**config.mk**
```make
export PLATFORM = sky130hd
export DESIGN_NAME = touch_gyro_pointer_conditioner_flat
export DESIGN_NICKNAME = d
export VERILOG_FILES = /design/src/rtl/tgpc_pkg.sv /design/src/rtl/tgpc_in_if.sv /design/src/rtl/tgpc_out_if.sv /design/src/rtl/tgpc_axis_filter.sv /design/src/rtl/touch_gyro_pointer_conditioner.sv /design/src/flat_wrapper.sv
export VERILOG_INCLUDE_DIRS = /design/src /design/src/rtl
export SDC_FILE = /design/constraint.sdc
export NUM_CORES = 2
export LEC_CHECK = 0
export ABC_AREA = 1
export BUFFER_PORTS_ARGS = -buffer_cell sky130_fd_sc_hd__buf_2
export CAP_MARGIN = 15
export CELL_PAD_IN_SITES_DETAIL_PLACEMENT = 0
export CELL_PAD_IN_SITES_GLOBAL_PLACEMENT = 2
export CORE_ASPECT_RATIO = 1.5
export CORE_MARGIN = 4
export CORE_UTILIZATION = 35
export DETAILED_ROUTE_END_ITERATION = 10
export PLACE_DENSITY_LB_ADDON = 0.1
export REMOVE_ABC_BUFFERS = 1
export SKIP_CTS_REPAIR_TIMING = 1
export SYNTH_ARGS = -nofsm -noshare
export SYNTH_HDL_FRONTEND = slang
export SYNTH_HIERARCHICAL = 1
export SYNTH_SLANG_ARGS = --single-unit
```
**constraint.sdc**
```tcl
create_clock -name clk -period 11.7 [get_ports clk]
set_input_delay 1.755 -clock clk [delete_from_list [all_inputs] [get_ports clk]]
set_output_delay 1.755 -clock clk [all_outputs]
set_load 0.01 [all_outputs]
```
**src/rtl/touch_gyro_pointer_conditioner_assert.svh**
```systemverilog
// Assertion macros shared by the pointer conditioner RTL.
`ifndef TOUCH_GYRO_POINTER_CONDITIONER_ASSERT_SVH
`define TOUCH_GYRO_POINTER_CONDITIONER_ASSERT_SVH

// The consequent must hold in the same cycle as the antecedent.
`define TGPC_ASSERT_NOW(label, ante, cons, msg) \
    label: assert property (@(posedge clk) disable iff (!rst_n) (ante) |-> (cons)) \
        else $error(msg);

// The consequent must hold in the cycle after the antecedent.
`define TGPC_ASSERT_NEXT(label, ante, cons, msg) \
    label: assert property (@(posedge clk) disable iff (!rst_n) (ante) |=> (cons)) \
        else $error(msg);

`endif

```
**src/rtl/tgpc_pkg.sv**
```systemverilog
// Types, widths and codes shared by the pointer conditioner RTL.
package tgpc_pkg;

    // Configuration port layout and register indexes.
    localparam int CFG_IDX_W  = 2;
    localparam int CFG_DATA_W = 16;
    localparam logic [CFG_IDX_W-1:0] CFG_TOUCH_THRESHOLD = 2'd0;
    localparam logic [CFG_IDX_W-1:0] CFG_FILTER_ALPHA    = 2'd1;
    localparam logic [CFG_IDX_W-1:0] CFG_DEAD_BAND       = 2'd2;
    localparam logic [CFG_IDX_W-1:0] CFG_SCROLL_INTERVAL = 2'd3;

    // Field widths.
    localparam int TOUCH_W  = 16;
    localparam int RATE_W   = 16;
    localparam int ALPHA_W  = 9;
    localparam int BAND_W   = 15;
    localparam int TIME_W   = 32;
    localparam int MOTION_W = 12;
    localparam int EVENT_W  = 2;
    localparam int SCROLL_W = 2;

    // The smoothed rate never exceeds 2^27 in magnitude, so 29 signed bits hold it.
    localparam int SMOOTH_W = 29;

    // Fixed-point positions of the filter.
    localparam int FRAC_SHIFT   = 12;
    localparam int FILTER_SHIFT = 8;
    localparam int MOTION_SHIFT = 17;

    // Unity weight in Q1.8.
    localparam logic [ALPHA_W-1:0] ALPHA_ONE = 9'd256;

    // Reset values of the configuration registers.
    localparam logic [TOUCH_W-1:0] THRESHOLD_RESET = 16'd50;
    localparam logic [ALPHA_W-1:0] ALPHA_RESET     = 9'd51;
    localparam logic [BAND_W-1:0]  BAND_RESET      = 15'd56;
    localparam logic [TOUCH_W-1:0] INTERVAL_RESET  = 16'd100;

    typedef logic signed [SMOOTH_W-1:0] smooth_t;
    typedef logic signed [MOTION_W-1:0] motion_t;
    typedef logic [EVENT_W-1:0]         event_t;
    typedef logic signed [SCROLL_W-1:0] scroll_t;

    // Button event codes.
    localparam event_t EVT_NONE    = 2'd0;
    localparam event_t EVT_PRESS   = 2'd1;
    localparam event_t EVT_RELEASE = 2'd2;

    // Scroll step codes.
    localparam scroll_t SCROLL_NONE = 2'sd0;
    localparam scroll_t SCROLL_UP   = 2'sd1;
    localparam scroll_t SCROLL_DOWN = -2'sd1;

    // Press on a rising touch, release on a falling one.
    function automatic event_t button_event(input logic touched, input logic was_touched);
        event_t ev;
        ev = EVT_NONE;
        if (touched && !was_touched)
        begin
            ev = EVT_PRESS;
        end
        else if (!touched && was_touched)
        begin
            ev = EVT_RELEASE;
        end
        return ev;
    endfunction

endpackage

```
**src/rtl/tgpc_in_if.sv**
```systemverilog
// Input channel of the pointer conditioner: one sensor tick per beat.
interface tgpc_in_if;
    logic               valid;
    logic               ready;
    logic               connected;
    logic [31:0]        now_ms;
    logic [15:0]        activator_touch;
    logic [15:0]        left_touch;
    logic [15:0]        right_touch;
    logic [15:0]        up_touch;
    logic [15:0]        down_touch;
    logic signed [15:0] rate_x;
    logic signed [15:0] rate_z;

    modport source (
        output valid, connected, now_ms, activator_touch, left_touch, right_touch,
               up_touch, down_touch, rate_x, rate_z,
        input  ready
    );

    modport sink (
        input  valid, connected, now_ms, activator_touch, left_touch, right_touch,
               up_touch, down_touch, rate_x, rate_z,
        output ready
    );
endinterface

```
**src/rtl/tgpc_out_if.sv**
```systemverilog
// Output channel of the pointer conditioner: one pointer report per beat.
interface tgpc_out_if;
    logic               valid;
    logic               ready;
    logic [1:0]         left_event;
    logic [1:0]         right_event;
    logic               move_valid;
    logic signed [11:0] move_horiz;
    logic signed [11:0] move_vert;
    logic signed [1:0]  scroll_step;

    modport source (
        output valid, left_event, right_event, move_valid, move_horiz, move_vert,
               scroll_step,
        input  ready
    );

    modport sink (
        input  valid, left_event, right_event, move_valid, move_horiz, move_vert,
               scroll_step,
        output ready
    );
endinterface

```
**src/rtl/tgpc_axis_filter.sv**
```systemverilog
// One axis of the exponential rate filter with its dead band and motion scaling.
module tgpc_axis_filter (
    input  logic signed [tgpc_pkg::RATE_W-1:0]  rate,
    input  logic        [tgpc_pkg::ALPHA_W-1:0] alpha,
    input  logic        [tgpc_pkg::BAND_W-1:0]  dead_band,
    input  tgpc_pkg::smooth_t                   smooth,
    output tgpc_pkg::smooth_t                   smooth_next,
    output tgpc_pkg::motion_t                   motion
);
    import tgpc_pkg::*;

    localparam int RATE_PROD_W = RATE_W + ALPHA_W + 1;
    localparam int HIST_PROD_W = SMOOTH_W + ALPHA_W + 1;
    localparam int SUM_W       = HIST_PROD_W + 2;
    localparam int BAND_FULL_W = BAND_W + FRAC_SHIFT;
    localparam smooth_t ROUND_BIAS = smooth_t'((1 << MOTION_SHIFT) - 1);

    logic               [ALPHA_W-1:0]     keep;
    logic signed        [RATE_PROD_W-1:0] rate_prod;
    logic signed        [HIST_PROD_W-1:0] hist_prod;
    logic signed        [SUM_W-1:0]       sum;
    logic               [SMOOTH_W-1:0]    mag;
    logic               [BAND_FULL_W-1:0] band_full;
    logic                                 outside_band;
    smooth_t                              biased;

    // Weighted sum of the new sample and the history, then a flooring shift.
    assign keep      = ALPHA_ONE - alpha;
    assign rate_prod = rate * $signed({1'b0, alpha});
    assign hist_prod = smooth * $signed({1'b0, keep});
    assign sum       = (SUM_W'(rate_prod) <<< FRAC_SHIFT) + SUM_W'(hist_prod);
    assign smooth_next = smooth_t'(sum >>> FILTER_SHIFT);

    // Dead band test on the magnitude of the new smoothed rate.
    assign mag          = smooth_next[SMOOTH_W-1] ? SMOOTH_W'(-smooth_next)
                                                  : SMOOTH_W'(smooth_next);
    assign band_full    = {dead_band, {FRAC_SHIFT{1'b0}}};
    assign outside_band = mag > SMOOTH_W'(band_full);

    // Half the rate in deg/s, truncated toward zero.
    assign biased = smooth_next + (smooth_next[SMOOTH_W-1] ? ROUND_BIAS : smooth_t'(0));
    assign motion = outside_band ? motion_t'(biased >>> MOTION_SHIFT) : motion_t'(0);

endmodule

```
**src/rtl/touch_gyro_pointer_conditioner.sv**
```systemverilog
// Top level of the touch and gyro pointer conditioner.
// Each sensor tick beat is registered, processed combinationally against the filter
// and button state, and the pointer report lands in an output register; a tick with the
// link down updates nothing and gives no report. The block takes one tick per cycle
// while the report is not stalled, passing it through the input register and then the
// output register. When the report is stalled the input register still takes one
// further tick before ready falls. Configuration is written through a plain write port;
// the user must write it only while the block is idle, which the block does not enforce.
`include "touch_gyro_pointer_conditioner_assert.svh"

module touch_gyro_pointer_conditioner (
    input  logic                             clk,
    input  logic                             rst_n,
    tgpc_in_if.sink                          sample,
    tgpc_out_if.source                       report,
    input  logic                             cfg_we,
    input  logic [tgpc_pkg::CFG_IDX_W-1:0]   cfg_index,
    input  logic [tgpc_pkg::CFG_DATA_W-1:0]  cfg_data
);
    import tgpc_pkg::*;

    // Configuration registers.
    logic [TOUCH_W-1:0] threshold_reg;
    logic [ALPHA_W-1:0] alpha_reg;
    logic [BAND_W-1:0]  band_reg;
    logic [TOUCH_W-1:0] interval_reg;

    // Input register.
    logic                     in_valid_reg;
    logic                     connected_reg;
    logic [TIME_W-1:0]        now_reg;
    logic [TOUCH_W-1:0]       act_touch_reg;
    logic [TOUCH_W-1:0]       left_touch_reg;
    logic [TOUCH_W-1:0]       right_touch_reg;
    logic [TOUCH_W-1:0]       up_touch_reg;
    logic [TOUCH_W-1:0]       down_touch_reg;
    logic signed [RATE_W-1:0] rate_x_reg;
    logic signed [RATE_W-1:0] rate_z_reg;

    // Tick-to-tick state.
    smooth_t           smooth_x_reg;
    smooth_t           smooth_z_reg;
    smooth_t           smooth_x_next;
    smooth_t           smooth_z_next;
    logic              left_was_reg;
    logic              right_was_reg;
    logic [TIME_W-1:0] last_scroll_reg;
    logic [TIME_W-1:0] last_scroll_next;

    // Output register.
    logic    out_valid_reg;
    logic    out_valid_next;
    event_t  left_event_reg;
    event_t  right_event_reg;
    logic    move_valid_reg;
    motion_t move_horiz_reg;
    motion_t move_vert_reg;
    scroll_t scroll_step_reg;

    // Datapath signals.
    logic               advance;
    logic               stage_fire;
    logic               in_beat;
    logic [ALPHA_W-1:0] alpha_eff;
    logic               act_touched;
    logic               left_touched;
    logic               right_touched;
    logic               scroll_due;
    smooth_t            filt_x;
    smooth_t            filt_z;
    motion_t            motion_x;
    motion_t            motion_z;
    motion_t            horiz;
    motion_t            vert;
    scroll_t            scroll;
    logic               move_any;

    // Configuration writes; an index beyond the list never occurs with this index width.
    always_ff @(posedge clk or negedge rst_n)
    begin
        if (!rst_n)
        begin
            threshold_reg <= THRESHOLD_RESET;
            alpha_reg     <= ALPHA_RESET;
            band_reg      <= BAND_RESET;
            interval_reg  <= INTERVAL_RESET;
        end
        else if (cfg_we)
        begin
            case (cfg_index)
                CFG_TOUCH_THRESHOLD: threshold_reg <= cfg_data[TOUCH_W-1:0];
                CFG_FILTER_ALPHA:    alpha_reg     <= cfg_data[ALPHA_W-1:0];
                CFG_DEAD_BAND:       band_reg      <= cfg_data[BAND_W-1:0];
                CFG_SCROLL_INTERVAL: interval_reg  <= cfg_data[TOUCH_W-1:0];
                default:             threshold_reg <= threshold_reg;
            endcase
        end
    end

    // Handshake: the stage moves when the output register is free or being emptied.
    assign advance      = !out_valid_reg || report.ready;
    assign sample.ready = !in_valid_reg || advance;
    assign in_beat      = sample.valid && sample.ready;
    assign stage_fire   = in_valid_reg && advance && connected_reg;

    // Input register valid flag.
    always_ff @(posedge clk or negedge rst_n)
    begin
        if (!rst_n)
        begin
            in_valid_reg <= 1'b0;
        end
        else if (sample.ready)
        begin
            in_valid_reg <= sample.valid;
        end
    end

    // Input register payload.
    always_ff @(posedge clk)
    begin
        if (in_beat)
        begin
            connected_reg   <= sample.connected;
            now_reg         <= sample.now_ms;
            act_touch_reg   <= sample.activator_touch;
            left_touch_reg  <= sample.left_touch;
            right_touch_reg <= sample.right_touch;
            up_touch_reg    <= sample.up_touch;
            down_touch_reg  <= sample.down_touch;
            rate_x_reg      <= sample.rate_x;
            rate_z_reg      <= sample.rate_z;
        end
    end

    // Touch decisions and the clamped filter weight.
    assign alpha_eff     = (alpha_reg > ALPHA_ONE) ? ALPHA_ONE : alpha_reg;
    assign act_touched   = act_touch_reg < threshold_reg;
    assign left_touched  = left_touch_reg < threshold_reg;
    assign right_touched = right_touch_reg < threshold_reg;

    // Two independent axis filters.
    tgpc_axis_filter u_filter_x (
        .rate        (rate_x_reg),
        .alpha       (alpha_eff),
        .dead_band   (band_reg),
        .smooth      (smooth_x_reg),
        .smooth_next (filt_x),
        .motion      (motion_x)
    );

    tgpc_axis_filter u_filter_z (
        .rate        (rate_z_reg),
        .alpha       (alpha_eff),
        .dead_band   (band_reg),
        .smooth      (smooth_z_reg),
        .smooth_next (filt_z),
        .motion      (motion_z)
    );

    // Filters run only while the activator is held; otherwise they clear.
    always_comb
    begin
        smooth_x_next = act_touched ? filt_x : smooth_t'(0);
        smooth_z_next = act_touched ? filt_z : smooth_t'(0);
        horiz         = act_touched ? motion_z : motion_t'(0);
        vert          = act_touched ? motion_x : motion_t'(0);
    end

    // Scroll sampling, with up taking priority over down.
    always_comb
    begin
        scroll_due       = (now_reg - last_scroll_reg) > TIME_W'(interval_reg);
        scroll           = SCROLL_NONE;
        last_scroll_next = last_scroll_reg;
        if (scroll_due)
        begin
            last_scroll_next = now_reg;
            if (up_touch_reg < threshold_reg)
            begin
                scroll = SCROLL_UP;
            end
            else if (down_touch_reg < threshold_reg)
            begin
                scroll = SCROLL_DOWN;
            end
        end
        move_any       = (horiz != motion_t'(0)) || (vert != motion_t'(0))
                         || (scroll != SCROLL_NONE);
        out_valid_next = advance ? (in_valid_reg && connected_reg) : out_valid_reg;
    end

    // State update, once per connected tick.
    always_ff @(posedge clk or negedge rst_n)
    begin
        if (!rst_n)
        begin
            smooth_x_reg    <= smooth_t'(0);
            smooth_z_reg    <= smooth_t'(0);
            left_was_reg    <= 1'b0;
            right_was_reg   <= 1'b0;
            last_scroll_reg <= '0;
        end
        else if (stage_fire)
        begin
            smooth_x_reg    <= smooth_x_next;
            smooth_z_reg    <= smooth_z_next;
            left_was_reg    <= left_touched;
            right_was_reg   <= right_touched;
            last_scroll_reg <= last_scroll_next;
        end
    end

    // Output register valid flag.
    always_ff @(posedge clk or negedge rst_n)
    begin
        if (!rst_n)
        begin
            out_valid_reg <= 1'b0;
        end
        else
        begin
            out_valid_reg <= out_valid_next;
        end
    end

    // Output register payload; motion and scroll are zero when nothing is reported.
    always_ff @(posedge clk)
    begin
        if (stage_fire)
        begin
            left_event_reg  <= button_event(left_touched, left_was_reg);
            right_event_reg <= button_event(right_touched, right_was_reg);
            move_valid_reg  <= move_any;
            move_horiz_reg  <= horiz;
            move_vert_reg   <= vert;
            scroll_step_reg <= scroll;
        end
    end

    assign report.valid       = out_valid_reg;
    assign report.left_event  = left_event_reg;
    assign report.right_event = right_event_reg;
    assign report.move_valid  = move_valid_reg;
    assign report.move_horiz  = move_horiz_reg;
    assign report.move_vert   = move_vert_reg;
    assign report.scroll_step = scroll_step_reg;

    // A report without motion carries no motion or scroll.
    `TGPC_ASSERT_NOW(a_quiet_report, report.valid && !report.move_valid,
        report.move_horiz == 12'sd0 && report.move_vert == 12'sd0
            && report.scroll_step == SCROLL_NONE,
        "report without motion has nonzero fields")

    // Releasing the activator clears both filters.
    `TGPC_ASSERT_NEXT(a_filter_clear, stage_fire && !act_touched,
        smooth_x_reg == smooth_t'(0) && smooth_z_reg == smooth_t'(0),
        "filters not cleared on activator release")

    // A scroll sample records the tick's timestamp.
    `TGPC_ASSERT_NEXT(a_scroll_stamp, stage_fire && scroll_due,
        last_scroll_reg == $past(now_reg), "scroll timestamp not taken")

endmodule
```
**src/flat_wrapper.sv**
```systemverilog
// flat-port wrapper written by rule: the top's interface ports become plain ports
module touch_gyro_pointer_conditioner_flat import tgpc_pkg::*;
  (clk, rst_n, cfg_we, cfg_index, cfg_data, sample_valid, sample_connected, sample_now_ms, sample_activator_touch, sample_left_touch, sample_right_touch, sample_up_touch, sample_down_touch, sample_rate_x, sample_rate_z, sample_ready, report_valid, report_left_event, report_right_event, report_move_valid, report_move_horiz, report_move_vert, report_scroll_step, report_ready);
  tgpc_in_if sample_i ();
  tgpc_out_if report_i ();
  input  logic clk;
  input  logic rst_n;
  input  logic cfg_we;
  input  logic [tgpc_pkg::CFG_IDX_W-1:0] cfg_index;
  input  logic [tgpc_pkg::CFG_DATA_W-1:0] cfg_data;
  input wire logic [$bits(sample_i.valid)-1:0] sample_valid;
  input wire logic [$bits(sample_i.connected)-1:0] sample_connected;
  input wire logic [$bits(sample_i.now_ms)-1:0] sample_now_ms;
  input wire logic [$bits(sample_i.activator_touch)-1:0] sample_activator_touch;
  input wire logic [$bits(sample_i.left_touch)-1:0] sample_left_touch;
  input wire logic [$bits(sample_i.right_touch)-1:0] sample_right_touch;
  input wire logic [$bits(sample_i.up_touch)-1:0] sample_up_touch;
  input wire logic [$bits(sample_i.down_touch)-1:0] sample_down_touch;
  input wire logic [$bits(sample_i.rate_x)-1:0] sample_rate_x;
  input wire logic [$bits(sample_i.rate_z)-1:0] sample_rate_z;
  output wire logic [$bits(sample_i.ready)-1:0] sample_ready;
  output wire logic [$bits(report_i.valid)-1:0] report_valid;
  output wire logic [$bits(report_i.left_event)-1:0] report_left_event;
  output wire logic [$bits(report_i.right_event)-1:0] report_right_event;
  output wire logic [$bits(report_i.move_valid)-1:0] report_move_valid;
  output wire logic [$bits(report_i.move_horiz)-1:0] report_move_horiz;
  output wire logic [$bits(report_i.move_vert)-1:0] report_move_vert;
  output wire logic [$bits(report_i.scroll_step)-1:0] report_scroll_step;
  input wire logic [$bits(report_i.ready)-1:0] report_ready;
  assign sample_i.valid = sample_valid;
  assign sample_i.connected = sample_connected;
  assign sample_i.now_ms = sample_now_ms;
  assign sample_i.activator_touch = sample_activator_touch;
  assign sample_i.left_touch = sample_left_touch;
  assign sample_i.right_touch = sample_right_touch;
  assign sample_i.up_touch = sample_up_touch;
  assign sample_i.down_touch = sample_down_touch;
  assign sample_i.rate_x = sample_rate_x;
  assign sample_i.rate_z = sample_rate_z;
  assign sample_ready = sample_i.ready;
  assign report_valid = report_i.valid;
  assign report_left_event = report_i.left_event;
  assign report_right_event = report_i.right_event;
  assign report_move_valid = report_i.move_valid;
  assign report_move_horiz = report_i.move_horiz;
  assign report_move_vert = report_i.move_vert;
  assign report_scroll_step = report_i.scroll_step;
  assign report_i.ready = report_ready;
  touch_gyro_pointer_conditioner u_core (.clk(clk), .rst_n(rst_n), .sample(sample_i), .report(report_i), .cfg_we(cfg_we), .cfg_index(cfg_index), .cfg_data(cfg_data));
endmodule
```
== Word-level counts from Yosys, hierarchy flattened ==
Cells that the tools add are included.

* Register bits: 326
* Input bits: 168
* Word-level logic and storage cells: 93

* Add/subtract/negate cells: 8
* $mul: 4
* $lt $le $gt $ge: 9
* Eq/ne operators: 3
* Muxes and demuxes: 16
* Reduce and logical (&&, ||, !) cells: 27

{| class="wikitable"
|+ Operator list
! kind !! number
|-
| 29-bit 2-to-1 mux || 4
|-
| 16-bit < comparator || 5
|-
| 37-bit adder || 2
|-
| 29-bit by 10-bit multiplier with 37-bit output || 2
|-
| 29-bit adder || 2
|-
| 29-bit by 27-bit greater-than comparator with 1-bit output || 2
|-
| 29-bit negator || 2
|-
| 16-bit by 10-bit multiplier with 25-bit output || 2
|-
| 12-bit 2-to-1 mux || 4
|-
| 17-bit 2-to-1 mux || 2
|-
| 32-bit by 16-bit greater-than comparator with 1-bit output || 1
|-
| 32-bit subtractor || 1
|-
| 12-bit nonzero test || 2
|-
| 2-bit 2-to-1 mux || 5
|-
| 2-bit AND reduction || 5
|-
| 9-bit greater-than comparator (second input constant) || 1
|-
| 9-bit 2-to-1 mux || 1
|-
| 9-bit subtractor (first input constant) || 1
|-
| 1-bit logical AND || 8
|-
| 1-bit zero test || 6
|-
| 2-bit == test (second input constant) || 2
|-
| 1-bit logical OR || 4
|-
| 2-bit by 1-bit == test with 1-bit output (second input constant) || 1
|-
| 2-bit zero test || 1
|-
| 2-bit nonzero test || 1
|}

== Logic depth before layout (Yosys ltp) ==
* Depth after elaboration: 13
* Gate-level depth with buffers: 80
* Mapped depth without buffers: 75

== By module ==
The synthesis kept the hierarchy.

{| class="wikitable"
|+ By module, submodules not included
! module !! times used !! cells each !! area an instance (um2) !! seq. area each (um2)
|-
| tgpc_axis_filter (u_core.u_filter_z) || 1 || 2,481 || 17,663.2 || 0.0
|-
| tgpc_axis_filter (u_core.u_filter_x) || 1 || 2,390 || 17,200.2 || 0.0
|-
| touch_gyro_pointer_conditioner || 1 || 1,750 || 16,123.0 || 9,054.9
|}

== Worst setup path before layout ==
OpenSTA, ideal clock, no wires.

* Path kind: reg2reg
* Start: reg u_core.alpha_reg[6]
* End: reg u_core.move_valid_reg (netlist: u_core/report.move_valid), data pin
* Arrival: 11,078 ps
* Path slack: 368 ps
* Stages on the path, launching flop included: 69
* Buffers on the path: 5
* Period minus slack after synthesis: 11,332 ps
* Cells stage by stage: dfrtp_1 -> inv_1 -> nand4_1 -> o21a_1 -> nor2_1 -> buf_2 -> buf_1 -> nand2_1 -> fa_1 -> inv_1 -> fa_1 -> ha_1 -> fa_1 -> inv_1 -> fa_1 -> inv_1 -> ha_1 -> inv_1 -> [33 not listed] -> ha_1 -> nand2_1 -> inv_1 -> a221oi_1 -> nor2_1 -> o21ai_0 -> nand2_1 -> a21oi_1 -> o21ai_0 -> nand2_1 -> nand3_2 -> buf_6 -> nand3_2 -> inv_1 -> o41ai_1 -> nand3_1 -> nor2_1 -> nand2_1

* Cells in the longest elaborated chain, start to end: 13
* Elaborated cells on any way between the ends: 27
* Classes of those cells: 7 x add/sub; 4 x mul; 3 x order compare; 9 x mux; 4 x reduce/logical

{| class="wikitable"
|+ Ends and longest elaborated chain
! what !! RTL line !! text
|-
| start, declared || touch_gyro_pointer_conditioner.sv:24 || <nowiki>logic [ALPHA_W-1:0] alpha_reg;</nowiki>
|-
| start signal, assigned || touch_gyro_pointer_conditioner.sv:92 || <nowiki>CFG_FILTER_ALPHA: alpha_reg <= cfg_data[ALPHA_W-1:0];</nowiki>
|-
| 9-bit greater-than comparator * || touch_gyro_pointer_conditioner.sv:137 || <nowiki>assign alpha_eff = (alpha_reg > ALPHA_ONE) ? ALPHA_ONE : alpha_reg;</nowiki>
|-
| 9-bit 2-to-1 mux * || touch_gyro_pointer_conditioner.sv:137 ||
|-
| net u_core.alpha_eff[1] || touch_gyro_pointer_conditioner.sv:64 || <nowiki>logic [ALPHA_W-1:0] alpha_eff;</nowiki>
|-
| 9-bit subtractor || tgpc_axis_filter.sv:28 || <nowiki>assign keep = ALPHA_ONE - alpha;</nowiki>
|-
| 29-bit by 10-bit multiplier with 37-bit output || tgpc_axis_filter.sv:30 || <nowiki>assign hist_prod = smooth * $signed({1'b0, keep});</nowiki>
|-
| 37-bit adder * || tgpc_axis_filter.sv:31 || <nowiki>assign sum = (SUM_W'(rate_prod) <<< FRAC_SHIFT) + SUM_W'(hist_prod);</nowiki>
|-
| net u_core.filt_x[28] || touch_gyro_pointer_conditioner.sv:69 || <nowiki>smooth_t filt_x;</nowiki>
|-
| 29-bit negator || tgpc_axis_filter.sv:35 || <nowiki>assign mag = smooth_next[SMOOTH_W-1] ? SMOOTH_W'(-smooth_next)</nowiki>
|-
| 29-bit 2-to-1 mux || tgpc_axis_filter.sv:35 ||
|-
| 29-bit by 27-bit greater-than comparator with 1-bit output || tgpc_axis_filter.sv:38 || <nowiki>assign outside_band = mag > SMOOTH_W'(band_full);</nowiki>
|-
| 12-bit 2-to-1 mux * || tgpc_axis_filter.sv:42 || <nowiki>assign motion = outside_band ? motion_t'(biased >>> MOTION_SHIFT) : motion_t'(0);</nowiki>
|-
| net u_core.motion_x[6] || touch_gyro_pointer_conditioner.sv:71 || <nowiki>motion_t motion_x;</nowiki>
|-
| 12-bit 2-to-1 mux * || touch_gyro_pointer_conditioner.sv:167 || <nowiki>vert = act_touched ? motion_x : motion_t'(0);</nowiki>
|-
| 12-bit nonzero test * || touch_gyro_pointer_conditioner.sv:188 || <nowiki>move_any = (horiz != motion_t'(0)) || (vert != motion_t'(0))</nowiki>
|-
| 1-bit logical OR * || touch_gyro_pointer_conditioner.sv:188 ||
|-
| 1-bit logical OR * || touch_gyro_pointer_conditioner.sv:189 || <nowiki>|| (scroll != SCROLL_NONE);</nowiki>
|-
| net u_core.move_any || touch_gyro_pointer_conditioner.sv:76 || <nowiki>logic move_any;</nowiki>
|-
| end signal, assigned || touch_gyro_pointer_conditioner.sv:234 || <nowiki>move_valid_reg <= move_any;</nowiki>
|-
| end, declared || touch_gyro_pointer_conditioner.sv:55 || <nowiki>logic move_valid_reg;</nowiki>
|}

Mark *: on every way through the listed nets, which the timed path passes. The rest lies on a longest branch.
A chain may end at the register's enable or synchronous reset.

== Worst setup path in the final report ==
* Start: reg u_core.alpha_reg[2]
* End: reg u_core.move_valid_reg (netlist: u_core/report.move_valid), data pin

* Cells in the longest elaborated chain, start to end: 13
* Elaborated cells on any way between the ends: 27
* Classes of those cells: 7 x add/sub; 4 x mul; 3 x order compare; 9 x mux; 4 x reduce/logical

{| class="wikitable"
|+ Ends and longest elaborated chain
! what !! RTL line !! text
|-
| 9-bit greater-than comparator * || touch_gyro_pointer_conditioner.sv:137 ||
|-
| 9-bit 2-to-1 mux * || touch_gyro_pointer_conditioner.sv:137 ||
|-
| net u_core.alpha_eff[4] || touch_gyro_pointer_conditioner.sv:64 ||
|-
| 9-bit subtractor || tgpc_axis_filter.sv:28 ||
|-
| 29-bit by 10-bit multiplier with 37-bit output || tgpc_axis_filter.sv:30 ||
|-
| 37-bit adder * || tgpc_axis_filter.sv:31 ||
|-
| 29-bit negator || tgpc_axis_filter.sv:35 ||
|-
| 29-bit 2-to-1 mux || tgpc_axis_filter.sv:35 ||
|-
| 29-bit by 27-bit greater-than comparator with 1-bit output || tgpc_axis_filter.sv:38 ||
|-
| 12-bit 2-to-1 mux * || tgpc_axis_filter.sv:42 ||
|-
| net u_core.motion_x[11] || touch_gyro_pointer_conditioner.sv:71 ||
|-
| 12-bit 2-to-1 mux * || touch_gyro_pointer_conditioner.sv:167 ||
|-
| net u_core.vert[11] || touch_gyro_pointer_conditioner.sv:74 || <nowiki>motion_t vert;</nowiki>
|-
| 12-bit nonzero test * || touch_gyro_pointer_conditioner.sv:188 ||
|-
| 1-bit logical OR * || touch_gyro_pointer_conditioner.sv:188 ||
|-
| 1-bit logical OR * || touch_gyro_pointer_conditioner.sv:189 ||
|-
| net u_core.move_any || touch_gyro_pointer_conditioner.sv:76 ||
|}

Marked as above.

==> summary.md <==
| Metric | Value |
|---|---|
| Via density per instance | `4.61` |
| Top cells by area, synth | `fa_1 (27%), nand2_1 (12%), inv_1 (12%)` |
| Max-slew headroom | `30.1%` |
| I/O pin cnt | `201` |
| Die Height | `475 um` |
| Root Buffer | `clkbuf_16` |
| Pre-CTS setup slack | `-0.521 ns` |
| Die X | `320 um` |
| Asr flop ratio synth | `46.0%` |
| Worst setup path start | `u_core/alpha_reg[2]$_DFFE_PN0P_` |
| Initial antenna violation count | `22` |
| Worst R2R Start | `u_core/alpha_reg[2]$_DFFE_PN0P_` |
| Crit-path slowest cell | `fa_1` |
| All-Layer GR Usage | `21.4%` |
| GPL Wtd Cong | `0.867` |
| Routing usage on met3 | `2.18%` |
| Least-Margin Pin Slew | `1.05 ns` |
| Final WS setup | `0.261 ns` |
| Critical Path RT | `12.08 ns` |
| Final Util | `42.0%` |
| Met2 usage | `41.7%` |
| GRT overflow | `0` |
| Avg Cell Area, Syn | `7.70 um2` |
| Busiest layer in global routing | `met2` |
| Layout fillers | `15100` |
| Hold Vio Cnt, Final | `0` |
| Startpoint Class | `flip-flop` |
| Largest area contributor in the netlist | `fa_1` |
| CTS max path bufs | `3` |
| Most instantiated cells after synthesis | `nand2_1 (1635), inv_1 (1620), fa_1 (697), nor2_1 (579), ha_1 (464)` |
| Final Net Count | `8591` |
| Critical Path End Type | `flip-flop` |
| #FFs+latches synth | `326` |
| Met1 usage | `25.4%` |
| Detailed Routing Iterations Pass 1 | `6` |
| DP Wirelength | `138 mm` |
| Worst path max stage delay | `0.63 ns` |
| CTS tree | `built` |
| CP Buf/Inv Count | `17` |
| Ys flop type | `edfxtp_1` |
| Port Buf Inserts | `200` |
| Critical Path AT | `11.82 ns` |
| Final period util | `97.8%` |
| Sequential Area | `0.00906 mm2` |
| Status | `complete, no violations` |
| CP delay by family, top | `adder cells` |
| Largest net degree at the start of global routing | `73` |
| Synth warn | `6` |
| Most common cell in the netlist | `nand2_1` |
| MaxCap Viol Count | `0` |
| Insertion delay to the later sink of the worst-skew pair | `0.63 ns` |
| Core Rows | `171` |
| Drt total wl | `161 mm` |
| Hold/Removal Path Class | `reg2reg` |
| Routed WL per cell | `17.5 um` |
| Synth cell types | `62` |
| Clock skew | `0.0217 ns` |
| CTS Sinks | `326` |
| Post-Synthesis Cells | `6621` |
| Area share of the largest cell type after synthesis | `27.4%` |
| Post-synth EDFFs | `176` |
| FMAX | `87.4 MHz` |
| Peak fanout along the critical path | `7` |
| Die area | `0.152 mm2` |
| Layout cells sized above 1 | `17.1%` |
| First-pass GRT wire length | `254 mm` |
| HP Start | `u_core/last_scroll_reg[16]$_DFFE_PN0P_` |
| Unrepaired setup endpoints after global routing | `yes` |
| Setup violations, final | `0` |
| Clock-pin slew on the worst setup and hold paths | `0.07 ns` |
| Total CTS buffers | `38` |
| Max-slew violation count | `0` |
| Antenna Violating Nets Remaining | `0` |
| Vias in the first global route | `45300` |
| Via Count | `42400` |
| Synthesized area | `0.0510 mm2` |
| CTS H-tree depth | `2` |
| Drt drc | `0` |
| Final min period | `11.44 ns` |
| Synth-to-Final Area Change | `19.4%` |
| Total core area | `0.145 mm2` |
| Multi-input logic area | `0.0364 mm2` |
| CP Class | `reg2reg` |
| Initial core utilization | `35.2%` |
| Sequential area share after synthesis | `17.8%` |
| DRT iter0 DRCs | `1759` |
-- stage by stage --
step | instance area (um2) | hold WS (ns) | std cells | TNS [ns]
final | 60900 | 0.467 | 9206 | 0
after global routing | 60900 | 0.483 | 9199 | -2.42
after CTS | 59000 | 0.474 | 9151 | -3.59
after detailed placement | 57700 | 0.458 | 9082 | -2.81
after global placement | 57700 | 0.453 | 9082 | -0.829
after floorplan | 50300 | 0.442 | 6459 | -18.55
-- layer usage --
metal	vias up	part of all wire [%]	wire length, um
li1	21100	-	-
met1	20600	41	65600
met2	593	55	87900
met3	144	2.9	4750
met4	14	1.8	2890
met5	-	0.053	85
-- cells by family after synthesis --
| family | count (synthesis) | share of synthesized area [%] |
|---|---|---|
| AO/OA/AOI/OAI | 465 | 5.03 |
| XOR/XNOR | 142 | 2.81 |
| adder cells (fa/ha/maj) | 1161 | 38.8 |
| buffers and inverters | 1818 | 13.6 |
| flip-flops | 326 | 17.8 |
| AND/OR/NAND/NOR | 2709 | 22.0 |
-- worst register-to-register path, delay by kind of cell, from the launching register on --
family	cells	cell delay (ns)
compound gates	3	0.51
fa+ha+maj	11	4.90
simple gates	29	3.31
flops	1	0.39
buf+inv	17	1.78
xor+xnor	2	0.35
-- cell type report --
type | count | area share [%]
Multi-Input combinational cell | 4480 | 59.8
Inverter | 1656 | 10.2
Timing Repair Buffer | 760 | 8.89
Tap cell | 1903 | 3.91
Antenna cell | 12 | 0.0493
Clock inverter | 22 | 0.579
Clock buffer | 47 | 1.63
Sequential cell | 326 | 14.9
-- cells in the final DEF, fill, tap and decap left out, types with 176 or more instances in the layout --
cell type / count
nand2_1: 1600
inv_1: 1594
fa_1: 688
nor2_1: 537
buf_4: 533
ha_1: 435
nand3_1: 254
buf_2: 199
a21oi_1: 180
edfxtp_1: 176
-- path summary, 6_finish.rpt --
check                                                         end  slack (ns)  cells after the start
setup / recovery               u_core/report.move_valid$_DFFE_PP_        0.26                     62
hold / removal             u_core/last_scroll_reg[16]$_DFFE_PN0P_        0.47                      2
setup reg to reg               u_core/report.move_valid$_DFFE_PP_        0.26                     62
hold reg to reg            u_core/last_scroll_reg[16]$_DFFE_PN0P_        0.47                      2
max in group asynchronous         u_core/alpha_reg[8]$_DFFE_PN0P_        9.30                      2
min in group asynchronous  u_core/last_scroll_reg[22]$_DFFE_PN0P_        1.03                      1
Power is left out: the tool's default activity adds up to more than one toggle a clock period on the data nets, which glitch-free logic cannot reach.
